File: src/sv/fsp_pkg.sv
// ----------------------------------------------------------------------------
// fsp_pkg: shared types and constants of the format spec parser
// Character classes, conversion kinds, parse state and the saturating
// decimal append used by the back end.
// ----------------------------------------------------------------------------
`default_nettype none

package fsp_pkg;

	// characters with a meaning of their own
	localparam logic [7:0] CH_NUL  = 8'h00;
	localparam logic [7:0] CH_STAR = 8'h2A;
	localparam logic [7:0] CH_DASH = 8'h2D;
	localparam logic [7:0] CH_DOT  = 8'h2E;
	localparam logic [7:0] CH_ZERO = 8'h30;
	localparam logic [7:0] CH_NINE = 8'h39;

	localparam logic [30:0] VALUE_MAX = 31'h7FFF_FFFF;
	localparam logic [31:0] PREC_NONE = 32'hFFFF_FFFF;
	localparam logic [7:0]  POS_MAX   = 8'hFF;

	typedef enum logic [3:0] {
		KIND_NONE = 4'd0,
		KIND_C    = 4'd1,
		KIND_S    = 4'd2,
		KIND_P    = 4'd3,
		KIND_D    = 4'd4,
		KIND_I    = 4'd5,
		KIND_U    = 4'd6,
		KIND_X    = 4'd7,
		KIND_XU   = 4'd8,
		KIND_PCT  = 4'd9
	} conv_kind_t;

	typedef enum logic [2:0] {
		CLS_TERM,
		CLS_DIGIT,
		CLS_DASH,
		CLS_STAR,
		CLS_DOT,
		CLS_OTHER
	} char_class_t;

	typedef enum logic [1:0] {
		PK_OTHER,
		PK_DIGIT,
		PK_DOT
	} prev_kind_t;

	typedef enum logic [1:0] {
		RK_NONE,
		RK_WIDTH,
		RK_PREC
	} run_kind_t;

	// one classified item, front to back
	typedef struct packed {
		char_class_t        cls;
		conv_kind_t         kind;
		logic [3:0]         digit;
		logic signed [31:0] star_value;
	} entry_t;

	typedef struct packed {
		prev_kind_t  prev;
		run_kind_t   run;
		logic        lone_zero;
		logic        dot_pending;
		logic        align;
		logic        zero;
		logic [30:0] width;
		logic [31:0] prec;
		logic [7:0]  pos;
		logic        sat;
	} parse_state_t;

	localparam parse_state_t PARSE_RESET = '{
		prev:        PK_OTHER,
		run:         RK_NONE,
		lone_zero:   1'b0,
		dot_pending: 1'b0,
		align:       1'b0,
		zero:        1'b0,
		width:       31'd0,
		prec:        PREC_NONE,
		pos:         8'd0,
		sat:         1'b0
	};

	function automatic conv_kind_t conv_kind_of(input logic [7:0] c);
		conv_kind_t k;
		case (c)
			8'h63:   k = KIND_C;
			8'h73:   k = KIND_S;
			8'h70:   k = KIND_P;
			8'h64:   k = KIND_D;
			8'h69:   k = KIND_I;
			8'h75:   k = KIND_U;
			8'h78:   k = KIND_X;
			8'h58:   k = KIND_XU;
			8'h25:   k = KIND_PCT;
			default: k = KIND_NONE;
		endcase
		return k;
	endfunction

	// acc*10 + d, clipped to VALUE_MAX; bit 31 of the result flags the clip
	function automatic logic [31:0] sat_append(input logic [30:0] acc, input logic [3:0] d);
		logic [34:0] v;
		v = {1'b0, acc, 3'b000} + {3'b000, acc, 1'b0} + {31'd0, d};
		if (v > {4'd0, VALUE_MAX}) begin
			return {1'b1, VALUE_MAX};
		end else begin
			return {1'b0, v[30:0]};
		end
	endfunction

endpackage

`default_nettype wire

File: src/sv/fsp_if.sv
// ----------------------------------------------------------------------------
// fsp_if: channel interfaces of the format spec parser
// Character channel in, parsed spec channel out; valid/ready handshake.
// ----------------------------------------------------------------------------
`default_nettype none

interface fsp_in_if;
	logic               valid;
	logic               ready;
	logic [7:0]         char_code;
	logic signed [31:0] star_value;

	modport source (output valid, output char_code, output star_value, input ready);
	modport sink   (input valid, input char_code, input star_value, output ready);
endinterface

interface fsp_out_if;
	logic               valid;
	logic               ready;
	logic [3:0]         conv_kind;
	logic [7:0]         conv_position;
	logic               left_align;
	logic               zero_pad;
	logic [30:0]        field_width;
	logic signed [31:0] precision;
	logic               overflow;

	modport source (output valid, output conv_kind, output conv_position,
		output left_align, output zero_pad, output field_width,
		output precision, output overflow, input ready);
	modport sink   (input valid, input conv_kind, input conv_position,
		input left_align, input zero_pad, input field_width,
		input precision, input overflow, output ready);
endinterface

`default_nettype wire

File: src/sv/format_spec_parser.sv
// ----------------------------------------------------------------------------
// format_spec_parser: printf conversion spec parser
// Collects flags, width and precision of one conversion spec from its
// characters and gives one parsed result per spec.
// ----------------------------------------------------------------------------
// Usage:
//   spec_in carries the characters after a percent sign, one per item, with
//   the star argument alongside (used only for '*'). spec_out carries one
//   item per spec, given at the conversion character or at a NUL; all other
//   characters only update the parse state.
// Throughput: one character per cycle while results are taken. The
//   per-character update is a decode in the front and one x10-and-add with
//   a saturation compare in the back; nothing iterates.
// Path: a terminating character is written into the queue, then the back
//   end takes it and writes the result register, which drives spec_out.
// Stall: the result register holds until taken. While it is full, a further
//   terminator waits at the head of the queue; only characters ahead of it
//   drain. When the queue fills, spec_in.ready drops.
// Reset: arst_n clears the queue, the result register and the parse state
//   (width 0, precision -1, no flags); no clearing pass is needed.
// QUEUE_DEPTH sets the number of entries between front and back.
// ----------------------------------------------------------------------------
`default_nettype none

module format_spec_parser #(
	parameter int QUEUE_DEPTH = 2
) (
	input  logic      clk,
	input  logic      arst_n,
	fsp_in_if.sink    spec_in,
	fsp_out_if.source spec_out
);

	logic            push_valid;
	logic            push_ready;
	fsp_pkg::entry_t push_data;
	logic            pop_valid;
	logic            pop_ready;
	fsp_pkg::entry_t pop_data;

	// classify characters
	fsp_front u_front (
		.spec_in    (spec_in),
		.push_valid (push_valid),
		.push_ready (push_ready),
		.push_data  (push_data)
	);

	// decouples input acceptance from result stalls
	fsp_queue #(
		.DEPTH (QUEUE_DEPTH)
	) u_queue (
		.clk        (clk),
		.arst_n     (arst_n),
		.push_valid (push_valid),
		.push_ready (push_ready),
		.push_data  (push_data),
		.pop_valid  (pop_valid),
		.pop_ready  (pop_ready),
		.pop_data   (pop_data)
	);

	// parse state update and result register
	fsp_back u_back (
		.clk       (clk),
		.arst_n    (arst_n),
		.pop_valid (pop_valid),
		.pop_ready (pop_ready),
		.pop_data  (pop_data),
		.spec_out  (spec_out)
	);

endmodule

`default_nettype wire

File: src/sv/fsp_front.sv
// ----------------------------------------------------------------------------
// fsp_front: character classifier
// Takes items from the input channel and pushes classified entries.
// ----------------------------------------------------------------------------
`default_nettype none

module fsp_front (
	fsp_in_if.sink          spec_in,
	output logic            push_valid,
	input  logic            push_ready,
	output fsp_pkg::entry_t push_data
);

	fsp_pkg::conv_kind_t kind;

	assign kind           = fsp_pkg::conv_kind_of(spec_in.char_code);
	assign push_valid     = spec_in.valid;
	assign spec_in.ready  = push_ready;

	always_comb begin
		push_data.kind       = kind;
		push_data.digit      = spec_in.char_code[3:0];
		push_data.star_value = spec_in.star_value;
		if (spec_in.char_code == fsp_pkg::CH_NUL || kind != fsp_pkg::KIND_NONE) begin
			push_data.cls = fsp_pkg::CLS_TERM;
		end else if (spec_in.char_code >= fsp_pkg::CH_ZERO &&
				spec_in.char_code <= fsp_pkg::CH_NINE) begin
			push_data.cls = fsp_pkg::CLS_DIGIT;
		end else if (spec_in.char_code == fsp_pkg::CH_DASH) begin
			push_data.cls = fsp_pkg::CLS_DASH;
		end else if (spec_in.char_code == fsp_pkg::CH_STAR) begin
			push_data.cls = fsp_pkg::CLS_STAR;
		end else if (spec_in.char_code == fsp_pkg::CH_DOT) begin
			push_data.cls = fsp_pkg::CLS_DOT;
		end else begin
			push_data.cls = fsp_pkg::CLS_OTHER;
		end
	end

endmodule

`default_nettype wire

File: src/sv/fsp_queue.sv
// ----------------------------------------------------------------------------
// fsp_queue: short entry queue between front and back
// Register-based FIFO; push and pop in the same cycle, also when full.
// ----------------------------------------------------------------------------
`default_nettype none

module fsp_queue #(
	parameter int DEPTH = 2
) (
	input  logic            clk,
	input  logic            arst_n,
	input  logic            push_valid,
	output logic            push_ready,
	input  fsp_pkg::entry_t push_data,
	output logic            pop_valid,
	input  logic            pop_ready,
	output fsp_pkg::entry_t pop_data
);

	localparam int PTR_W = (DEPTH > 1) ? $clog2(DEPTH) : 1;
	localparam int CNT_W = $clog2(DEPTH + 1);
	localparam logic [PTR_W-1:0] PTR_LAST = PTR_W'(DEPTH - 1);
	localparam logic [CNT_W-1:0] CNT_FULL = CNT_W'(DEPTH);

	fsp_pkg::entry_t  slot_q [DEPTH];
	logic [PTR_W-1:0] wr_ptr_q;
	logic [PTR_W-1:0] rd_ptr_q;
	logic [CNT_W-1:0] count_q;
	logic             push;
	logic             pop;

	assign pop_valid  = (count_q != '0);
	assign pop_data   = slot_q[rd_ptr_q];
	// a pop frees a slot in the same cycle
	assign push_ready = (count_q != CNT_FULL) || pop_ready;
	assign push       = push_valid && push_ready;
	assign pop        = pop_valid && pop_ready;

	always_ff @(posedge clk) begin
		if (push) begin
			slot_q[wr_ptr_q] <= push_data;
		end
	end

	always_ff @(posedge clk or negedge arst_n) begin
		if (!arst_n) begin
			wr_ptr_q <= '0;
			rd_ptr_q <= '0;
			count_q  <= '0;
		end else begin
			if (push) begin
				wr_ptr_q <= (wr_ptr_q == PTR_LAST) ? '0 : wr_ptr_q + PTR_W'(1);
			end
			if (pop) begin
				rd_ptr_q <= (rd_ptr_q == PTR_LAST) ? '0 : rd_ptr_q + PTR_W'(1);
			end
			if (push && !pop) begin
				count_q <= count_q + CNT_W'(1);
			end else if (pop && !push) begin
				count_q <= count_q - CNT_W'(1);
			end
		end
	end

endmodule

`default_nettype wire

File: src/sv/fsp_back.sv
// ----------------------------------------------------------------------------
// fsp_back: parse state and result register
// Applies one classified entry per cycle; a terminator waits while the
// result register is full, then loads it and resets the parse state.
// ----------------------------------------------------------------------------
`default_nettype none

module fsp_back (
	input  logic            clk,
	input  logic            arst_n,
	input  logic            pop_valid,
	output logic            pop_ready,
	input  fsp_pkg::entry_t pop_data,
	fsp_out_if.source       spec_out
);

	fsp_pkg::parse_state_t st_q;
	fsp_pkg::parse_state_t st_d;
	logic        pop;
	logic        term;
	logic [30:0] acc;
	logic [31:0] app;
	logic [31:0] star_mag;
	logic [7:0]  res_pos;

	logic               out_valid_q;
	logic [3:0]         kind_q;
	logic [7:0]         pos_q;
	logic               align_q;
	logic               zero_q;
	logic [30:0]        width_q;
	logic signed [31:0] prec_q;
	logic               ovf_q;

	assign term      = (pop_data.cls == fsp_pkg::CLS_TERM);
	// only a terminator needs room in the result register
	assign pop_ready = !term || !out_valid_q || spec_out.ready;
	assign pop       = pop_valid && pop_ready;

	// one shared x10 append unit for width and precision runs
	assign acc      = (st_q.run == fsp_pkg::RK_PREC) ? st_q.prec[30:0] : st_q.width;
	assign app      = fsp_pkg::sat_append(acc, pop_data.digit);
	assign star_mag = 32'(~pop_data.star_value) + 32'd1;

	// next parse state
	always_comb begin
		st_d = st_q;
		if (pop) begin
			if (!term && st_q.pos != fsp_pkg::POS_MAX) begin
				st_d.pos = st_q.pos + 8'd1;
			end
			case (pop_data.cls)
				fsp_pkg::CLS_TERM: begin
					st_d = fsp_pkg::PARSE_RESET;
				end
				fsp_pkg::CLS_DIGIT: begin
					case (st_q.prev)
						fsp_pkg::PK_DIGIT: begin
							if (st_q.run == fsp_pkg::RK_WIDTH) begin
								if (st_q.lone_zero) begin
									st_d.width     = {27'd0, pop_data.digit};
									st_d.lone_zero = 1'b0;
								end else begin
									st_d.width = app[30:0];
									st_d.sat   = st_q.sat | app[31];
								end
							end else if (st_q.run == fsp_pkg::RK_PREC) begin
								st_d.prec = {1'b0, app[30:0]};
								st_d.sat  = st_q.sat | app[31];
							end
						end
						fsp_pkg::PK_DOT: begin
							st_d.prec = {28'd0, pop_data.digit};
							st_d.run  = fsp_pkg::RK_PREC;
						end
						default: begin
							st_d.run = fsp_pkg::RK_WIDTH;
							if (pop_data.digit == 4'd0) begin
								// lone zero: flag now, width only if a digit follows
								st_d.zero      = 1'b1;
								st_d.lone_zero = 1'b1;
							end else begin
								st_d.width     = {27'd0, pop_data.digit};
								st_d.lone_zero = 1'b0;
							end
						end
					endcase
					st_d.prev        = fsp_pkg::PK_DIGIT;
					st_d.dot_pending = 1'b0;
				end
				default: begin
					if (pop_data.cls == fsp_pkg::CLS_DASH) begin
						st_d.align = 1'b1;
					end else if (pop_data.cls == fsp_pkg::CLS_STAR) begin
						if (st_q.dot_pending) begin
							st_d.prec = pop_data.star_value[31] ? fsp_pkg::PREC_NONE
								: pop_data.star_value;
						end else if (pop_data.star_value[31]) begin
							st_d.align = 1'b1;
							// most negative value has no 31-bit magnitude
							if (star_mag[31]) begin
								st_d.width = fsp_pkg::VALUE_MAX;
								st_d.sat   = 1'b1;
							end else begin
								st_d.width = star_mag[30:0];
							end
						end else begin
							st_d.width = pop_data.star_value[30:0];
						end
					end else if (pop_data.cls == fsp_pkg::CLS_DOT) begin
						st_d.prec = 32'd0;
					end
					st_d.run       = fsp_pkg::RK_NONE;
					st_d.lone_zero = 1'b0;
					if (pop_data.cls == fsp_pkg::CLS_DOT) begin
						st_d.prev        = fsp_pkg::PK_DOT;
						st_d.dot_pending = 1'b1;
					end else begin
						st_d.prev        = fsp_pkg::PK_OTHER;
						st_d.dot_pending = 1'b0;
					end
				end
			endcase
		end
	end

	// result position
	always_comb begin
		res_pos = (st_q.pos == fsp_pkg::POS_MAX) ? fsp_pkg::POS_MAX : st_q.pos + 8'd1;
	end

	always_ff @(posedge clk or negedge arst_n) begin
		if (!arst_n) begin
			st_q        <= fsp_pkg::PARSE_RESET;
			out_valid_q <= 1'b0;
		end else begin
			st_q <= st_d;
			if (pop && term) begin
				out_valid_q <= 1'b1;
			end else if (spec_out.ready) begin
				out_valid_q <= 1'b0;
			end
		end
	end

	always_ff @(posedge clk) begin
		if (pop && term) begin
			kind_q  <= 4'(pop_data.kind);
			pos_q   <= res_pos;
			align_q <= st_q.align;
			zero_q  <= st_q.zero;
			width_q <= st_q.width;
			prec_q  <= st_q.prec;
			ovf_q   <= st_q.sat;
		end
	end

	assign spec_out.valid         = out_valid_q;
	assign spec_out.conv_kind     = kind_q;
	assign spec_out.conv_position = pos_q;
	assign spec_out.left_align    = align_q;
	assign spec_out.zero_pad      = zero_q;
	assign spec_out.field_width   = width_q;
	assign spec_out.precision     = prec_q;
	assign spec_out.overflow      = ovf_q;

endmodule

`default_nettype wire

File: src/flat_wrapper.sv
// flat-port wrapper written by rule: the top's interface ports become plain ports
module format_spec_parser_flat 
#(
	parameter int QUEUE_DEPTH = 2
)
  (clk, arst_n, spec_in_valid, spec_in_char_code, spec_in_star_value, spec_in_ready, spec_out_valid, spec_out_conv_kind, spec_out_conv_position, spec_out_left_align, spec_out_zero_pad, spec_out_field_width, spec_out_precision, spec_out_overflow, spec_out_ready);
  fsp_in_if spec_in_i ();
  fsp_out_if spec_out_i ();
  input  logic clk;
  input  logic arst_n;
  input wire logic [$bits(spec_in_i.valid)-1:0] spec_in_valid;
  input wire logic [$bits(spec_in_i.char_code)-1:0] spec_in_char_code;
  input wire logic [$bits(spec_in_i.star_value)-1:0] spec_in_star_value;
  output wire logic [$bits(spec_in_i.ready)-1:0] spec_in_ready;
  output wire logic [$bits(spec_out_i.valid)-1:0] spec_out_valid;
  output wire logic [$bits(spec_out_i.conv_kind)-1:0] spec_out_conv_kind;
  output wire logic [$bits(spec_out_i.conv_position)-1:0] spec_out_conv_position;
  output wire logic [$bits(spec_out_i.left_align)-1:0] spec_out_left_align;
  output wire logic [$bits(spec_out_i.zero_pad)-1:0] spec_out_zero_pad;
  output wire logic [$bits(spec_out_i.field_width)-1:0] spec_out_field_width;
  output wire logic [$bits(spec_out_i.precision)-1:0] spec_out_precision;
  output wire logic [$bits(spec_out_i.overflow)-1:0] spec_out_overflow;
  input wire logic [$bits(spec_out_i.ready)-1:0] spec_out_ready;
  assign spec_in_i.valid = spec_in_valid;
  assign spec_in_i.char_code = spec_in_char_code;
  assign spec_in_i.star_value = spec_in_star_value;
  assign spec_in_ready = spec_in_i.ready;
  assign spec_out_valid = spec_out_i.valid;
  assign spec_out_conv_kind = spec_out_i.conv_kind;
  assign spec_out_conv_position = spec_out_i.conv_position;
  assign spec_out_left_align = spec_out_i.left_align;
  assign spec_out_zero_pad = spec_out_i.zero_pad;
  assign spec_out_field_width = spec_out_i.field_width;
  assign spec_out_precision = spec_out_i.precision;
  assign spec_out_overflow = spec_out_i.overflow;
  assign spec_out_i.ready = spec_out_ready;
  format_spec_parser #(.QUEUE_DEPTH(QUEUE_DEPTH)) u_core (.clk(clk), .arst_n(arst_n), .spec_in(spec_in_i), .spec_out(spec_out_i));
endmodule
File: config.mk
export PLATFORM = sky130hd
export DESIGN_NAME = format_spec_parser_flat
export DESIGN_NICKNAME = d
export VERILOG_FILES = /design/src/sv/fsp_pkg.sv /design/src/sv/fsp_if.sv /design/src/sv/format_spec_parser.sv /design/src/sv/fsp_front.sv /design/src/sv/fsp_queue.sv /design/src/sv/fsp_back.sv /design/src/flat_wrapper.sv
export SDC_FILE = /design/constraint.sdc
export NUM_CORES = 1
export LEC_CHECK = 0
export ABC_AREA = 1
export BUFFER_PORTS_ARGS = -buffer_cell sky130_fd_sc_hd__buf_2
export CAP_MARGIN = 20
export CORE_UTILIZATION = 26
export DETAILED_ROUTE_END_ITERATION = 10
export GPL_TIMING_DRIVEN = 0
export PLACE_DENSITY = 0.51
export SYNTH_ARGS = -nofsm -noshare
export SYNTH_HDL_FRONTEND = slang
export SYNTH_SLANG_ARGS = --single-unit
File: constraint.sdc
create_clock -name clk -period 6.2 [get_ports clk]
set_clock_uncertainty 0.2 [all_clocks]
set_input_delay 1.24 -clock clk [delete_from_list [all_inputs] [get_ports clk]]
set_output_delay 1.24 -clock clk [all_outputs]
set_load 0.02 [all_outputs]
== Word level (Yosys, flattened, before mapping) ==
Memory sizes are Yosys's and may differ from the RTL's.
Cells that the tools add are included.

* Memories: 1
* Latch bits: 0
* Memory bits (writable): 86
* Bits in registers: 163
* Output and inout bits: 80
* Memory bits (read-only): 0

* Shift-type cells: 0
* $mul: 0
* Order comparisons: 3
* $add $sub $neg: 8
* Reduce and logical (&&, ||, !) cells: 39
* Eq/ne operators: 39
* Divide/modulo/power cells: 0
* Multiplexer cells: 60
* Bitwise operators: 3

{| class="wikitable"
|+ Memories
! memory !! depth !! width !! read ports !! clocked after memory_dff !! wr ports !! line !! text
|-
| u_core.u_queue.slot_q || 2 || 43 || 1 || 0 || 1 || fsp_queue.sv:25 || <nowiki>fsp_pkg::entry_t slot_q [DEPTH];</nowiki>
|}

{| class="wikitable"
|+ Operators with widths
! operator !! count
|-
| 2-to-1 mux 31 bit || 8
|-
| 2-to-1 mux 32 bit || 7
|-
| one-hot mux 63 bit (2 select lines) || 1
|-
| equality test 8 x 7 -> 1 bit (second input constant) || 8
|-
| one-hot mux 32 bit (2 select lines) || 1
|-
| 2-to-1 mux 63 bit || 1
|-
| one-hot mux 31 bit (2 select lines) || 1
|-
| one-hot mux 4 bit (9 select lines) || 1
|-
| adder 34 x 32 -> 35 bit || 1
|-
| adder 35 x 4 -> 35 bit || 1
|-
| > comparator 35 x 31 -> 1 bit (second input constant) || 1
|-
| adder 32 x 1 -> 32 bit (second input constant) || 1
|-
| equality test 8 x 6 -> 1 bit (second input constant) || 4
|-
| inverter 32 bit || 1
|-
| 2-to-1 mux 1 bit || 25
|-
| 2-to-1 mux 8 bit || 2
|-
| != test 3 bit (second input constant) || 5
|-
| nonzero test 3 bit || 5
|-
| AND reduction 7 bit || 2
|-
| 2-to-1 mux 3 bit || 4
|-
| one-hot mux 6 bit (2 select lines) || 1
|-
| != test 2 bit (second input constant) || 5
|-
| nonzero test 2 bit || 5
|-
| != test 3 x 1 -> 1 bit (second input constant) || 3
|-
| 34 further kinds || 58
|}

== Logic depth before layout (Yosys ltp) ==
Gate-level depths: netlist of run 1.

* Word-level depth: 11
* Gate-level depth with buffers: 28
* Mapped depth without buffers: 25

== Modules after synthesis ==
From an unflattened synthesis of run 1, not the netlist that was laid out.

* Cell total of the unflattened synthesis: 1766
* Area, all modules: 14880.5 um^2

{| class="wikitable"
|+ Modules (own cells, without submodules)
! module !! instances !! cells each !! area each (um^2)
|-
| fsp_back || 1 || 1405 || 10861.7
|-
| fsp_queue || 1 || 256 || 3432.0
|-
| fsp_front || 1 || 105 || 586.8
|}

== Least setup slack after synthesis of run 1 ==
No wires, ideal clock.

* Path type: input to register
* Start: input spec_out_ready
* End: register u_core.u_back.st_q[4] (netlist bit)
* Arrival time: 5735 ps
* Path slack: 132 ps
* Path buffers: 0
* Required time: 5866 ps
* Stages: 7
* Cell sequence: nor3_2 -> nor2_2 -> inv_2 -> nor2_1 -> inv_1 -> nand2_1 -> o22ai_1

* Cells in the longest elaborated chain, start to end: 3

{| class="wikitable"
|+ RTL lines
! what !! line !! text
|-
| start: declaration || flat_wrapper.sv:23 || <nowiki>input wire logic [$bits(spec_out_i.ready)-1:0] spec_out_ready;</nowiki>
|-
| logical OR 1 bit || fsp_back.sv:37 || <nowiki>assign pop_ready = !term || !out_valid_q || spec_out.ready;</nowiki>
|-
| logical AND 1 bit || fsp_back.sv:38 || <nowiki>assign pop = pop_valid && pop_ready;</nowiki>
|-
| AND reduction 2 bit (no line) || n/a ||
|-
| end signal: assignment || fsp_back.sv:134 || <nowiki>st_q <= fsp_pkg::PARSE_RESET;</nowiki>
|-
| end signal: assignment || fsp_back.sv:137 || <nowiki>st_q <= st_d;</nowiki>
|-
| end: declaration || fsp_back.sv:17 || <nowiki>fsp_pkg::parse_state_t st_q;</nowiki>
|}

No other way between the ends.
A chain may end at the register's enable or synchronous reset.

== Worst setup path in the final report of run 1 ==
* Start: register u_core.u_back.st_q[76] (netlist bit)
* End: register u_core.u_back.st_q[48] (netlist bit)

* Cells in the longest elaborated chain, start to end: 10
* Elaborated cells between the ends (all ways): 13
* Those cells by class: 2 x add/sub; 1 x order compare; 3 x eq/ne; 6 x mux; 1 x reduce/logical

{| class="wikitable"
|+ RTL lines
! what !! line !! text
|-
| equality test 2 bit || fsp_back.sv:41 || <nowiki>assign acc = (st_q.run == fsp_pkg::RK_PREC) ? st_q.prec[30:0] : st_q.width;</nowiki>
|-
| 2-to-1 mux 31 bit || fsp_back.sv:41 ||
|-
| adder 34 x 32 -> 35 bit || fsp_pkg.sv:110 || <nowiki>v = {1'b0, acc, 3'b000} + {3'b000, acc, 1'b0} + {31'd0, d};</nowiki>
|-
| adder 35 x 4 -> 35 bit || fsp_pkg.sv:110 ||
|-
| > comparator 35 x 31 -> 1 bit || fsp_pkg.sv:111 || <nowiki>if (v > {4'd0, VALUE_MAX}) begin</nowiki>
|-
| 2-to-1 mux 32 bit || fsp_pkg.sv:111 ||
|-
| 2-to-1 mux 31 bit || fsp_back.sv:60 || <nowiki>if (st_q.lone_zero) begin</nowiki>
|-
| 2-to-1 mux 31 bit || fsp_back.sv:59 || <nowiki>if (st_q.run == fsp_pkg::RK_WIDTH) begin</nowiki>
|-
| one-hot mux 31 bit (2 select lines) || fsp_back.sv:57 || <nowiki>case (st_q.prev)</nowiki>
|-
| one-hot mux 63 bit (2 select lines) || fsp_back.sv:52 || <nowiki>case (pop_data.cls)</nowiki>
|}

Parallel ways exist; a longest one is shown, timed or not. The select of a mux whose other input is x is not followed.

==> results of run 1 <==
stage by stage:
step / hold slack [ns] / power (uW) / utilization (%) / TNS [ns]
after floorplan: 0.225 / 7010 / - / 0
after global placement: 0.240 / 9040 / 29.3 / -136.88
after detailed placement: 0.235 / 9060 / 29.5 / 0
after CTS: 0.252 / 10900 / 31.3 / 0
after global routing: 0.262 / 11700 / 31.3 / 0
final: 0.250 / 10800 / 31.3 / 0
worst min path at each step:
stage                                       start                                         endpoint  slack, ns  cells after the start
5_1_grt        u_core.u_back.st_q[73]$_DFFE_PN0P_      u_core.u_back.spec_out.left_align$_DFFE_PP_       0.26                      0
3_5_place_dp   u_core.u_back.st_q[73]$_DFFE_PN0P_      u_core.u_back.spec_out.left_align$_DFFE_PP_       0.24                      0
2_1_floorplan  u_core.u_back.st_q[41]$_DFFE_PN0P_  u_core.u_back.spec_out.field_width[0]$_DFFE_PP_       0.22                      0
3_3_place_gp   u_core.u_back.st_q[73]$_DFFE_PN0P_      u_core.u_back.spec_out.left_align$_DFFE_PP_       0.24                      0
6_report       u_core.u_back.st_q[46]$_DFFE_PN0P_  u_core.u_back.spec_out.field_width[5]$_DFFE_PP_       0.25                      0
4_1_cts        u_core.u_back.st_q[73]$_DFFE_PN0P_      u_core.u_back.spec_out.left_align$_DFFE_PP_       0.25                      0
critical path, stage by stage, from the launching register on:
cell and delay [ns]:
dfrtp_1 0.35, inv_1 0.06, ha_1 0.19, clkbuf_1 0.25
inv_1 0.16, clkbuf_1 0.40, clkbuf_1 0.47, nand2_1 0.09
o21ai_0 0.24, ha_1 0.34, ha_1 0.36, or2_1 0.27
nand3b_1 0.09, nand2_1 0.13, nand2_1 0.10, nand2_1 0.16
nand2_1 0.17, nand2_1 0.06, nand2_1 0.06, nand2_1 0.07
nor2_1 0.23, buf_2 0.29, nand2_1 0.20, inv_1 0.20
nand2_1 0.10, nand2_1 0.07, a21oi_1 0.08
kinds of logic (layout without fill, tap and decap cells):
logic type / after synthesis / after routing
simple gates: 855 / 855
buf+inv: 253 / 436
flops: 248 / 248
compound gates: 244 / 244
fa+ha+maj: 70 / 70
xor+xnor: 44 / 44
layout by cell type (no fill, tap or decap), types with 4 or more instances in the layout:
cell type and instances:
clkinvlp_4 4, xor2_1 22, clkinv_2 6, a21oi_2 6, o21bai_1 7, edfxtp_1 164
nand3b_1 11, nor2_4 10, nand4_1 9, inv_1 191, nor2_2 12, nand2_1 546
o22ai_1 6, clkinv_1 4, buf_2 138, buf_12 4, nor3_1 14, dfrtp_1 52
o21ai_1 10, dfstp_2 32, ha_1 68, o21ai_0 75, buf_1 4, xnor2_1 22
a31oi_1 5, o21ai_2 13, nand3_1 83, inv_2 12, a22oi_1 10, clkbuf_1 18
buf_6 10, clkbuf_16 30, nor2_1 140, nand2_2 13, a21oi_1 103
power breakdown:
group / switching, uW / total, uW / internal [uW]
Clock: 746 / 1750 / 1010
Combinational: 4350 / 6340 / 1990
Sequential: 330 / 2730 / 2400
flip-flops by register name, indices dropped and copies added (netlist names):
| name | flops |
|---|---|
| u_core.u_back.spec_out.conv_kind | 4 |
| u_core.u_back.spec_out.conv_position | 8 |
| u_core.u_back.spec_out.field_width | 31 |
| u_core.u_back.spec_out.left_align | 1 |
| u_core.u_back.spec_out.overflow | 1 |
| u_core.u_back.spec_out.precision | 32 |
| u_core.u_back.spec_out.valid | 1 |
| u_core.u_back.spec_out.zero_pad | 1 |
| u_core.u_back.st_q | 79 |
| u_core.u_queue.count_q | 2 |
| u_core.u_queue.rd_ptr_q | 1 |
| u_core.u_queue.slot_q | 86 |
| u_core.u_queue.wr_ptr_q | 1 |
metal layers:
layer / wire, um / up-vias / GRT usage [%]
li1: - / 5936 / -
met1: 21100 / 5611 / 22.4
met2: 20700 / 286 / 26.3
met3: 2190 / 58 / 2.18
met4: 1020 / 0 / 3.62
met5: 0 / - / 0
cell type report:
type | count | share of cell area (%)
Inverter | 204 | 4.51
Tap cell | 696 | 5.13
Clock buffer | 34 | 4.69
Clock inverter | 21 | 1.13
Timing Repair Buffer | 128 | 4.27
Multi-Input combinational cell | 1213 | 37.0
Buffer | 49 | 1.69
Sequential cell | 248 | 41.6
==> impl_summary.log, run 1 <==
[metrics] startpoint of the most critical setup path: u_core.u_back.st_q[76]$_DFFE_PN0P_
[metrics] adder and majority gate portion of the synthesized area: 6.20%
[metrics] Setup crit end kind: register
[metrics] number of warnings reported in the yosys synthesis log: 0
[metrics] largest area contributor in the netlist: edfxtp_1
[metrics] xor and xnor fraction of the mapped netlist area: under 10%
[metrics] detailed router's first-iteration violation count: 730
[metrics] power density over the cells: around 640 mW/mm2
[metrics] P&R area growth vs syn: 18.1%
[metrics] Min Clock Period, post-route: around 5.5 ns
[metrics] dominant combinational cell family by area after synthesis: simple AND/OR/NAND/NOR gates
[metrics] initial antenna violation count: 0
[metrics] net count after synthesis: between 1500 and 2000
[metrics] cell area after placement: 0.0160 mm2
[metrics] routed vias: between 10000 and 15000
[metrics] category of the worst setup path launch point: register
[metrics] RSZ-0062 raised after global routing: no
[metrics] count of TritonRoute iterations in the first routing pass: 5
[metrics] Final #Nets: 1988
[metrics] x dimension of the die: 237 um
[metrics] number of buffer cells added on primary ports: ~120
[metrics] count of final max-slew check failures: 0
[metrics] number of hold violations in the final report: 0
[metrics] number of buffers inserted for hold repair after clock tree synthesis: 0
[metrics] filler cell count in the final layout: 5751
[metrics] number of flip-flops and latches in the synthesized netlist: between 200 and 250
[metrics] Slew HR: about half
[metrics] total core area: approximately 0.054 mm2
[metrics] actual transition at the worst max-transition pin: approximately 0.7 ns
[metrics] number of core rows: 85
[metrics] peak supply drop: roughly 0.00024 V
[metrics] clock-pin slew on the worst setup and hold paths: around 0.060 ns
[metrics] Data required, critical path: 6.45 ns
[metrics] count of pins on the block boundary: 124
[metrics] die outline area: between 0.05 and 0.06 mm2
[metrics] H-tree levels: 1
[metrics] dominant cell by count in the synthesized netlist: nand2_1
[metrics] drc violations: 0
[metrics] period utilisation layout: 89.0%
[metrics] leakage power of the design: between 0.007 and 0.008 uW
[metrics] Sequential Area: ~0.0071 mm2
[metrics] most numerous cell types in the synthesized netlist: nand2_1, inv_1, edfxtp_1, nor2_1, a21oi_1
[metrics] total routing usage reported by global routing: around 16%
[metrics] worst setup slack after placement: between 0.5 and 0.6 ns
[metrics] vias in the first global route: 11700
[metrics] final WL: between 40 and 50 mm
[metrics] sequential share of the synthesized area: a little under 50%
[metrics] async set-reset flop share out of synthesis: around 34%
[metrics] MaxCap Viol Count: 0
[metrics] worst-case register-to-register setup slack: approximately 0.68 ns
[metrics] post-CTS setup buffer count: 0
[metrics] worst reg2reg path depth: 26
[metrics] Finished Layout Cells: 2593
[metrics] crit path kind: reg -> reg
[metrics] outcome: complete, no violations
[metrics] library cells used by synthesis: 50
[metrics] setup ws final: between 0.6 and 0.7 ns
[metrics] clock tree from TritonCTS: built
[metrics] Die Y: 237 um
[metrics] # setup viols final: 0
[metrics] Worst-Skew Late Latency: ~0.59 ns
[metrics] TritonCTS Buffers: 30
[metrics] antenna-violating nets left: 0
[metrics] post-cts sizing count: 0
[metrics] Synth area leaders: edfxtp_1, nand2_1, dfrtp_1
[metrics] proportion of layout cells with a drive suffix above 1: roughly 17%
[metrics] worst setup path end: u_core.u_back.st_q[48]$_DFFE_PN0P_
[metrics] mux cell area share after synthesis: 0%
[metrics] Max Fclk: about 0.18 GHz
[metrics] simple-gate share of the synthesized area: 25.1%
[metrics] Remaining Overflow, GRT: 0
[metrics] post-synthesis cell count: ~1700
[metrics] half-perimeter wire length of the detailed placement result: about 36 mm
[metrics] Bufs on Longest Clock Path: 3
[metrics] Worst R2R Start: u_core.u_back.st_q[76]$_DFFE_PN0P_
[metrics] Worst R2R End: u_core.u_back.st_q[48]$_DFFE_PN0P_
[metrics] Cell Area, Synth: roughly 0.014 mm2
[metrics] EDFF count, synth: roughly 160
[metrics] fin area: about 0.017 mm2
[metrics] compound-cell area share of the yosys netlist: approximately a tenth
[metrics] maximum number of pins on one net before global-route repair: 66
[metrics] routed wirelength normalized by instance count: 17.3 um
[metrics] RD Place Congestion: a little over 0.9
[metrics] initial core utilization: between 20% and 30%
[metrics] class of the tightest hold or removal check: reg -> reg
[metrics] critical path fanouts, max: 10
[metrics] most instantiated flip-flop cell in the synthesis netlist: edfxtp_1
[metrics] placed cell count: between 2000 and 3000
[metrics] Inserted Diodes: 0
[metrics] global-route wire length before repair: just under 70 mm
[metrics] footprint of the multi-input gates: approximately 0.0063 mm2
[metrics] share of the synthesized area in the top cell type: roughly a third
[metrics] via count normalized by instance count: around 4.6
[metrics] clock root buffer: clkbuf_16
[metrics] data arrival time of the worst path: between 5 and 6 ns
[metrics] Post-Synthesis Mean Instance Area: approximately 8.4 um2
[metrics] TritonCTS Sinks: approximately 250
Note: power is estimated with default switching activity, not from simulation.
==> run 2, diff against run 1 <==
--- a/config.mk
+++ b/config.mk
@@ -8,6 +8,7 @@
 export ABC_AREA = 1
 export BUFFER_PORTS_ARGS = -buffer_cell sky130_fd_sc_hd__buf_2
 export CAP_MARGIN = 20
+export CORE_MARGIN = 2
 export CORE_UTILIZATION = 26
 export DETAILED_ROUTE_END_ITERATION = 10
 export GPL_TIMING_DRIVEN = 0
==> impl_summary.log, run 2 (synthesis results as in run 1) <==
[metrics] outcome: complete, no violations
[metrics] clock-pin slew on the worst setup and hold paths: 0.06 ns (about the same)
[metrics] Worst R2R Start: u_core.u_back.st_q[76]$_DFFE_PN0P_
[metrics] post-CTS setup buffer count: 0 (unchanged)
[metrics] count of final max-slew check failures: 0 (unchanged)
[metrics] Hold Slack: 0.254 ns (+0.00411 ns)
[metrics] drc violations: 0 (unchanged)
[metrics] most common cell after layout, fill and taps aside: nand2_1
[metrics] number of hold violations in the final report: 0 (unchanged)
[metrics] Max Fclk: 0.175 GHz (-3.3%)
[metrics] cell with the biggest individual delay on the critical path: clkbuf_1
[metrics] vias in the first global route: 11900 (+1.1%)
[metrics] maximum number of pins on one net before global-route repair: 66 (unchanged)
[metrics] peak supply drop: 0.000218 V (-10%)
[metrics] Data required, critical path: 6.45 ns (about the same)
[metrics] detailed router's first-iteration violation count: 830 (+14%)
[metrics] x dimension of the die: 239 um (+0.84%)
[metrics] critical path fanouts, max: 10 (unchanged)
[metrics] Setup crit end kind: register
[metrics] RD Place Congestion: 0.953 (+4.3%)
[metrics] Internal: 5470 uW (+1.4%)
[metrics] Largest Register: u_core.u_queue.slot_q
[metrics] Slew HR: 46.7% (-5.1 points)
[metrics] clock tree from TritonCTS: built
[metrics] period utilisation layout: 92.1% (+3.0 points)
[metrics] Remaining Overflow, GRT: 0 (unchanged)
[metrics] Inserted Diodes: 0 (unchanged)
[metrics] H-tree levels: 1 (unchanged)
[metrics] routed wirelength normalized by instance count: 17.3 um (-0.24%)
[metrics] half-perimeter wire length of the detailed placement result: 35.7 mm (-0.38%)
[metrics] combinational fraction of design power: 58.1% (-0.5 points)
[metrics] cell occurring most often along the worst timing path: nand2_1
[metrics] Min Clock Period, post-route: 5.71 ns (+0.187 ns)
[metrics] number of core rows: 86 (+1.2%)
[metrics] Switching Share: 49.9% (-0.23 points)
[metrics] M2 GR Usage: 25.7% (-0.67 points)
[metrics] Worst-Skew Late Latency: 0.58 ns (about the same)
[metrics] clock root buffer: clkbuf_16
[metrics] met3 Use GR: 2.45% (+0.26 points)
[metrics] initial core utilization: 26.2% (-0.31 points)
[metrics] final WL: 45.0 mm (+0.10%)
[metrics] Reg power frac: 25.0% (-0.2 points)
[metrics] category of the worst setup path launch point: register
[metrics] Clock Power Share: 16.8% (+0.6 points)
[metrics] Top delay family on crit path: buffers and inverters
[metrics] TritonCTS Buffers: 30 (unchanged)
[metrics] worst setup slack after placement: 0.529 ns (-0.0374 ns)
[metrics] Worst R2R End: u_core.u_back.st_q[48]$_DFFE_PN0P_
[metrics] count of cells along the worst hold path: 0 (unchanged)
[metrics] power density over the cells: 641 mW/mm2 (+0.55%)
[metrics] number of buffer cells added on primary ports: 123 (unchanged)
[metrics] max reg flops: 86 (unchanged)
[metrics] leakage power of the design: 0.00764 uW (+0.23%)
[metrics] TritonCTS Sinks: 248 (unchanged)
[metrics] routed vias: 11900 (+0.39%)
[metrics] via count normalized by instance count: 4.59 (about the same)
[metrics] total routing usage reported by global routing: 15.8% (-0.27 points)
[metrics] filler cell count in the final layout: 5845 (+1.6%)
[metrics] total core area: 0.0549 mm2 (+1.2%)
[metrics] data arrival time of the worst path: 5.96 ns (+0.19 ns)
[metrics] buffers plus inverters on the worst setup path: 7 (unchanged)
[metrics] count of pins on the block boundary: 124 (unchanged)
[metrics] Global Route met1 Usage: 21.6% (-0.80 points)
[metrics] busiest grt layer: met2
[metrics] # setup viols final: 0 (unchanged)
[metrics] antenna-violating nets left: 0 (unchanged)
[metrics] leading cell types in the layout, fill and taps excluded: nand2_1, inv_1, edfxtp_1
[metrics] crit path kind: reg -> reg
[metrics] number of buffers inserted for hold repair after clock tree synthesis: 0 (unchanged)
[metrics] slowest stage delay, CP: 0.51 ns (+0.04 ns)
[metrics] global-route wire length before repair: 69.3 mm (-0.52%)
[metrics] MaxCap Viol Count: 0 (unchanged)
[metrics] P&R area growth vs syn: 18.5%
[metrics] Final #Nets: 1988 (unchanged)
[metrics] die outline area: 0.0572 mm2 (+1.7%)
[metrics] RSZ-0062 raised after global routing: no
[metrics] terminating pin of the worst hold path: u_core.u_back.spec_out.field_width[12]$_DFFE_PP_
[metrics] proportion of layout cells with a drive suffix above 1: 16.6% (about the same)
[metrics] switching power: 5450 uW (+0.44%)
[metrics] setup ws final: 0.492 ns (-0.187 ns)
[metrics] post-cts sizing count: 0 (unchanged)
[metrics] count of TritonRoute iterations in the first routing pass: 5 (unchanged)
[metrics] initial antenna violation count: 2 (+2)
[metrics] start point of the worst hold path: u_core.u_back.st_q[53]$_DFFE_PN0P_
[metrics] actual transition at the worst max-transition pin: 0.791 ns (+0.0751 ns)
[metrics] worst reg2reg path depth: 26 (unchanged)
[metrics] Die Y: 239 um (+0.84%)
[metrics] worst-case register-to-register setup slack: 0.49 ns (-0.19 ns)
[metrics] class of the tightest hold or removal check: reg -> reg
[metrics] Bufs on Longest Clock Path: 3 (unchanged)
-- run 2: cell count changes in the layout (fill, tap and decap cells not counted) --
cell        previous run  this run
bufinv_16              2         4
clkbuf_1              18        17
clkbuf_16             30        31
clkbuf_8               3         0
clkinv_1               4         6
clkinv_2               6         3
clkinv_8               1         0
clkinvlp_2             0         1
inv_6                  2         4
inv_8                  0         1
-- run 2: worst max-delay path by stage --
stage / startpoint / endpoint / slack [ns] / cells after the start
finish: u_core.u_back.st_q[76]$_DFFE_PN0P_ / u_core.u_back.st_q[48]$_DFFE_PN0P_ / 0.49 / 26
global route: u_core.u_back.st_q[76]$_DFFE_PN0P_ / u_core.u_back.st_q[49]$_DFFE_PN0P_ / 0.22 / 28
global placement: spec_out_ready / u_core.u_back.st_q[6]$_DFFE_PN0P_ / -2.29 / 8
floorplan: spec_out_ready / u_core.u_back.st_q[4]$_DFFE_PN0P_ / 0.13 / 7
detailed placement: u_core.u_back.st_q[76]$_DFFE_PN0P_ / u_core.u_back.st_q[48]$_DFFE_PN0P_ / 0.53 / 26
CTS: u_core.u_back.st_q[76]$_DFFE_PN0P_ / u_core.u_back.st_q[48]$_DFFE_PN0P_ / 0.50 / 26
-- run 2: stage by stage --
step	instance area, um2	util [%]	total power, uW	TNS, ns	cells
final	17000	31.1	10900	0	2602
after global routing	17000	31.1	11800	0	2602
after CTS	17000	31.1	10900	0	2602
after detailed placement	16000	29.2	9030	0	2546
after global placement	15900	28.9	9010	-125.22	2541
after floorplan	14400	-	7010	0	1714
-- run 2: final cells by class --
type | instances | area [um2] | area share [%]
plain buffers | 49 | 287 | 1.68
clock buffers | 31 | 776 | 4.55
clock inverters | 25 | 262 | 1.53
inverters | 204 | 766 | 4.49
multi-input cells | 1213 | 6280 | 36.9
flip-flops and latches | 248 | 7070 | 41.5
well taps | 704 | 881 | 5.17
repair buffers | 128 | 726 | 4.26
-- run 2: layer usage --
layer,up-vias,routed length (um)
li1,5929,-
met1,5624,20800
met2,303,20400
met3,77,2530
met4,4,1210
met5,-,64
-- run 2: power by group through the flow --
stage / Clock [uW] / Sequential [uW] / Combinational (uW)
4_1_cts: 1890 / 2730 / 6320
2_1_floorplan: 0 / 2730 / 4280
3_5_place_dp: 0 / 2770 / 6270
5_1_grt: 1960 / 2780 / 7100
3_3_place_gp: 0 / 2780 / 6230
6_report: 1840 / 2730 / 6350
==> run 3, diff against run 2 <==
--- a/config.mk
+++ b/config.mk
@@ -15,4 +15,5 @@
 export PLACE_DENSITY = 0.51
 export SYNTH_ARGS = -nofsm -noshare
 export SYNTH_HDL_FRONTEND = slang
+export SYNTH_HIERARCHICAL = 1
 export SYNTH_SLANG_ARGS = --single-unit
==> impl_summary.log, run 3 <==
[metrics] Worst R2R Start: u_core/u_back/st_q[76]$_DFFE_PN0P_
[metrics] H-tree levels: 1 (unchanged)
[metrics] Remaining Overflow, GRT: 0 (unchanged)
[metrics] critical path fanouts, max: 10 (unchanged)
[metrics] Synth area leaders: edfxtp_1, nand2_1, dfrtp_1
[metrics] count of cells along the worst hold path: 0 (unchanged)
[metrics] number of core rows: 87 (+1.2%)
[metrics] post-cts sizing count: 0 (unchanged)
[metrics] Min Clock Period, post-route: 4.99 ns (-0.716 ns)
[metrics] ordered list of cells on the worst path: inv_1, ha_1, clkbuf_1, o21ai_0, fa_1, inv_1, fa_1, inv_1, nand4_1, nand2_1, nand2_1, nand2_2, nand2_2, nand3_2, nand2_2, nor2_8, nand2_8, inv_8, buf_12, nand2_4, nand2_1, a21oi_1
[metrics] TritonCTS Sinks: 248 (unchanged)
[metrics] detailed router's first-iteration violation count: 780 (-6.0%)
[metrics] clock tree from TritonCTS: built
[metrics] die outline area: 0.0592 mm2 (+3.4%)
[metrics] # setup viols final: 0 (unchanged)
[metrics] buffers plus inverters on the worst setup path: 6 (-1)
[metrics] drc violations: 0 (unchanged)
[metrics] category of the worst setup path launch point: register
[metrics] x dimension of the die: 243 um (+1.7%)
[metrics] worst reg2reg path depth: 22 (-15%)
[metrics] Die Y: 243 um (+1.7%)
[metrics] most common cell after layout, fill and taps aside: nand2_1
[metrics] data arrival time of the worst path: 5.24 ns (-0.72 ns)
[metrics] global-route wire length before repair: 66.3 mm (-4.3%)
[metrics] Setup crit end kind: register
[metrics] count of pins on the block boundary: 124 (unchanged)
[metrics] total core area: 0.0565 mm2 (+2.9%)
[metrics] period utilisation layout: 80.5% (-12 points)
[metrics] net count after synthesis: 1880 (+2.8%)
[metrics] actual transition at the worst max-transition pin: 0.921 ns (+0.130 ns)
[metrics] Data required, critical path: 6.45 ns (about the same)
[metrics] maximum number of pins on one net before global-route repair: 69 (+4.5%)
[metrics] count of TritonRoute iterations in the first routing pass: 6 (+1)
[metrics] Slew HR: 38.1% (-8.6 points)
[metrics] Inserted Diodes: 0 (unchanged)
[metrics] TritonCTS Buffers: 29 (-3.3%)
[metrics] start point of the worst hold path: u_core/u_back/st_q[73]$_DFFE_PN0P_
[metrics] Largest Register: u_core/u_queue/slot_q
[metrics] initial antenna violation count: 0 (-2)
[metrics] class of the tightest hold or removal check: reg -> reg
[metrics] number of hold violations in the final report: 0 (unchanged)
[metrics] Hold Slack: 0.254 ns (+0.000236 ns)
[metrics] worst-case register-to-register setup slack: 1.21 ns (+0.72 ns)
[metrics] RD Place Congestion: 0.869 (-8.8%)
[metrics] dominant cell by count in the synthesized netlist: nand2_1
[metrics] leading cell types in the layout, fill and taps excluded: nand2_1, nor2_1, inv_1
[metrics] routed vias: 11700 (-1.6%)
[metrics] filler cell count in the final layout: 5974 (+2.2%)
[metrics] outcome: complete, no violations
[metrics] initial core utilization: 26.3% (+0.14 points)
[metrics] Final Core Density: 30.8% (-0.31 points)
[metrics] largest area contributor in the netlist: edfxtp_1
[metrics] RSZ-0062 raised after global routing: no
[metrics] Worst R2R End: u_core/u_back/st_q[63]$_DFFE_PN0P_
[metrics] proportion of layout cells with a drive suffix above 1: 18.3% (+1.7 points)
[metrics] P&R area growth vs syn: 16.8%
[metrics] cell with the biggest individual delay on the critical path: fa_1
[metrics] number of buffer cells added on primary ports: 90 (-27%)
[metrics] async set-reset flop share out of synthesis: 33.9% (unchanged)
[metrics] via count normalized by instance count: 4.40 (-4.1%)
[metrics] number of flip-flops and latches in the synthesized netlist: 248 (unchanged)
[metrics] number of buffers inserted for hold repair after clock tree synthesis: 0 (unchanged)
[metrics] half-perimeter wire length of the detailed placement result: 34.7 mm (-2.7%)
[metrics] library cells used by synthesis: 50 (unchanged)
[metrics] routed wirelength normalized by instance count: 16.2 um (-6.5%)
[metrics] count of final max-slew check failures: 0 (unchanged)
[metrics] number of warnings reported in the yosys synthesis log: 6 (+6)
[metrics] Final #Nets: 2006 (+0.91%)
[metrics] vias in the first global route: 11400 (-3.7%)
[metrics] Top delay family on crit path: adder cells
[metrics] max reg flops: 86 (unchanged)
[metrics] clock root buffer: clkbuf_16
[metrics] post-CTS setup buffer count: 0 (unchanged)
[metrics] MaxCap Viol Count: 0 (unchanged)
[metrics] most numerous cell types in the synthesized netlist: nand2_1, nor2_1, inv_1, edfxtp_1, a21oi_1
[metrics] post-synthesis cell count: 1766 (+3.0%)
[metrics] crit path kind: reg -> reg
[metrics] final WL: 43.2 mm (-4.0%)
[metrics] EDFF count, synth: 164 (unchanged)
[metrics] most instantiated flip-flop cell in the synthesis netlist: edfxtp_1
[metrics] slowest stage delay, CP: 0.61 ns (+0.10 ns)
[metrics] terminating pin of the worst hold path: u_core/u_back/spec_out.left_align$_DFFE_PP_
[metrics] Cell Area, Synth: 0.0149 mm2 (+3.5%)
[metrics] Post-Synthesis Mean Instance Area: 8.43 um2 (+0.44%)
[metrics] clock-pin slew on the worst setup and hold paths: 0.06 ns (about the same)
[metrics] share of the synthesized area in the top cell type: 33.1% (-1.2 points)
[metrics] sequential share of the synthesized area: 47.5% (-1.7 points)
[metrics] Max Fclk: 0.200 GHz (+14%)
[metrics] antenna-violating nets left: 0 (unchanged)
[metrics] total routing usage reported by global routing: 14.4% (-1.4 points)
[metrics] Worst-Skew Late Latency: 0.58 ns (about the same)
[metrics] Bufs on Longest Clock Path: 3 (unchanged)
-- run 3: cell types whose count changed in the layout (fill, tap and decap cells not counted), sizes merged, moves of 11 or more --
cell / before / now
nor2: 162 / 183
nand2: 562 / 624
a31oi: 5 / 16
o21ai: 99 / 41
a21oi: 109 / 141
nand3: 85 / 65
inv: 208 / 187
-- run 3: worst max path at each step --
| stage | start | endpoint | cells after the start | slack [ns] |
|---|---|---|---|---|
| CTS | u_core/u_back/st_q[76]$_DFFE_PN0P_ | u_core/u_back/st_q[63]$_DFFE_PN0P_ | 22 | 1.19 |
| floorplan | spec_out_ready | u_core/u_back/spec_out.conv_kind[0]$_DFFE_PP_ | 4 | 0.70 |
| global route | u_core/u_back/st_q[76]$_DFFE_PN0P_ | u_core/u_back/st_q[63]$_DFFE_PN0P_ | 23 | 0.98 |
| finish | u_core/u_back/st_q[76]$_DFFE_PN0P_ | u_core/u_back/st_q[63]$_DFFE_PN0P_ | 22 | 1.21 |
| global placement | spec_out_ready | u_core/u_back/spec_out.field_width[15]$_DFFE_PP_ | 5 | -1.55 |
| detailed placement | u_core/u_back/st_q[76]$_DFFE_PN0P_ | u_core/u_back/st_q[63]$_DFFE_PN0P_ | 22 | 1.21 |
-- run 3: cell type report --
type | instances | area [um2] | share of cell area, %
well taps | 756 | 946 | 5.44
repair buffers | 95 | 561 | 3.23
inverters | 187 | 717 | 4.13
multi-input cells | 1248 | 6540 | 37.6
clock inverters | 15 | 169 | 0.972
plain buffers | 83 | 574 | 3.31
flip-flops and latches | 248 | 7070 | 40.7
clock buffers | 39 | 803 | 4.62
-- run 3: kinds of logic (layout without fill, tap and decap cells) --
logic type               Yosys count  count (layout)  synth area share, %
AO/OA/AOI/OAI                    216             216                 8.40
XOR/XNOR                          47              47                 2.77
adder cells (fa/ha/maj)           70              70                 5.99
buffers and inverters            270             419                 8.68
flip-flops                       248             248                 47.5
AND/OR/NAND/NOR                  915             915                 26.7
-- run 3: layer usage --
layer / up-vias / global-route usage, % / routed length [um]
li1: 5974 / - / -
met1: 5471 / 19.0 / 19400
met2: 259 / 24.5 / 20700
met3: 45 / 2.44 / 2290
met4: 0 / 3.55 / 772
met5: - / 0 / 0
-- run 3: per-stage QoR --
step / TNS (ns) / area [um2] / instances / worst slack, ns
after floorplan: 0 / 14900 / 1766 / 0.699
after CTS: 0 / 17400 / 2671 / 1.19
after global placement: -121.37 / 16300 / 2612 / -1.55
after detailed placement: 0 / 16400 / 2617 / 1.21
final: 0 / 17400 / 2671 / 1.21
after global routing: 0 / 17400 / 2671 / 0.979
Power of run 3 is left out: the tool's default activity adds up to more than one toggle a clock period on the data nets, which glitch-free logic cannot reach.
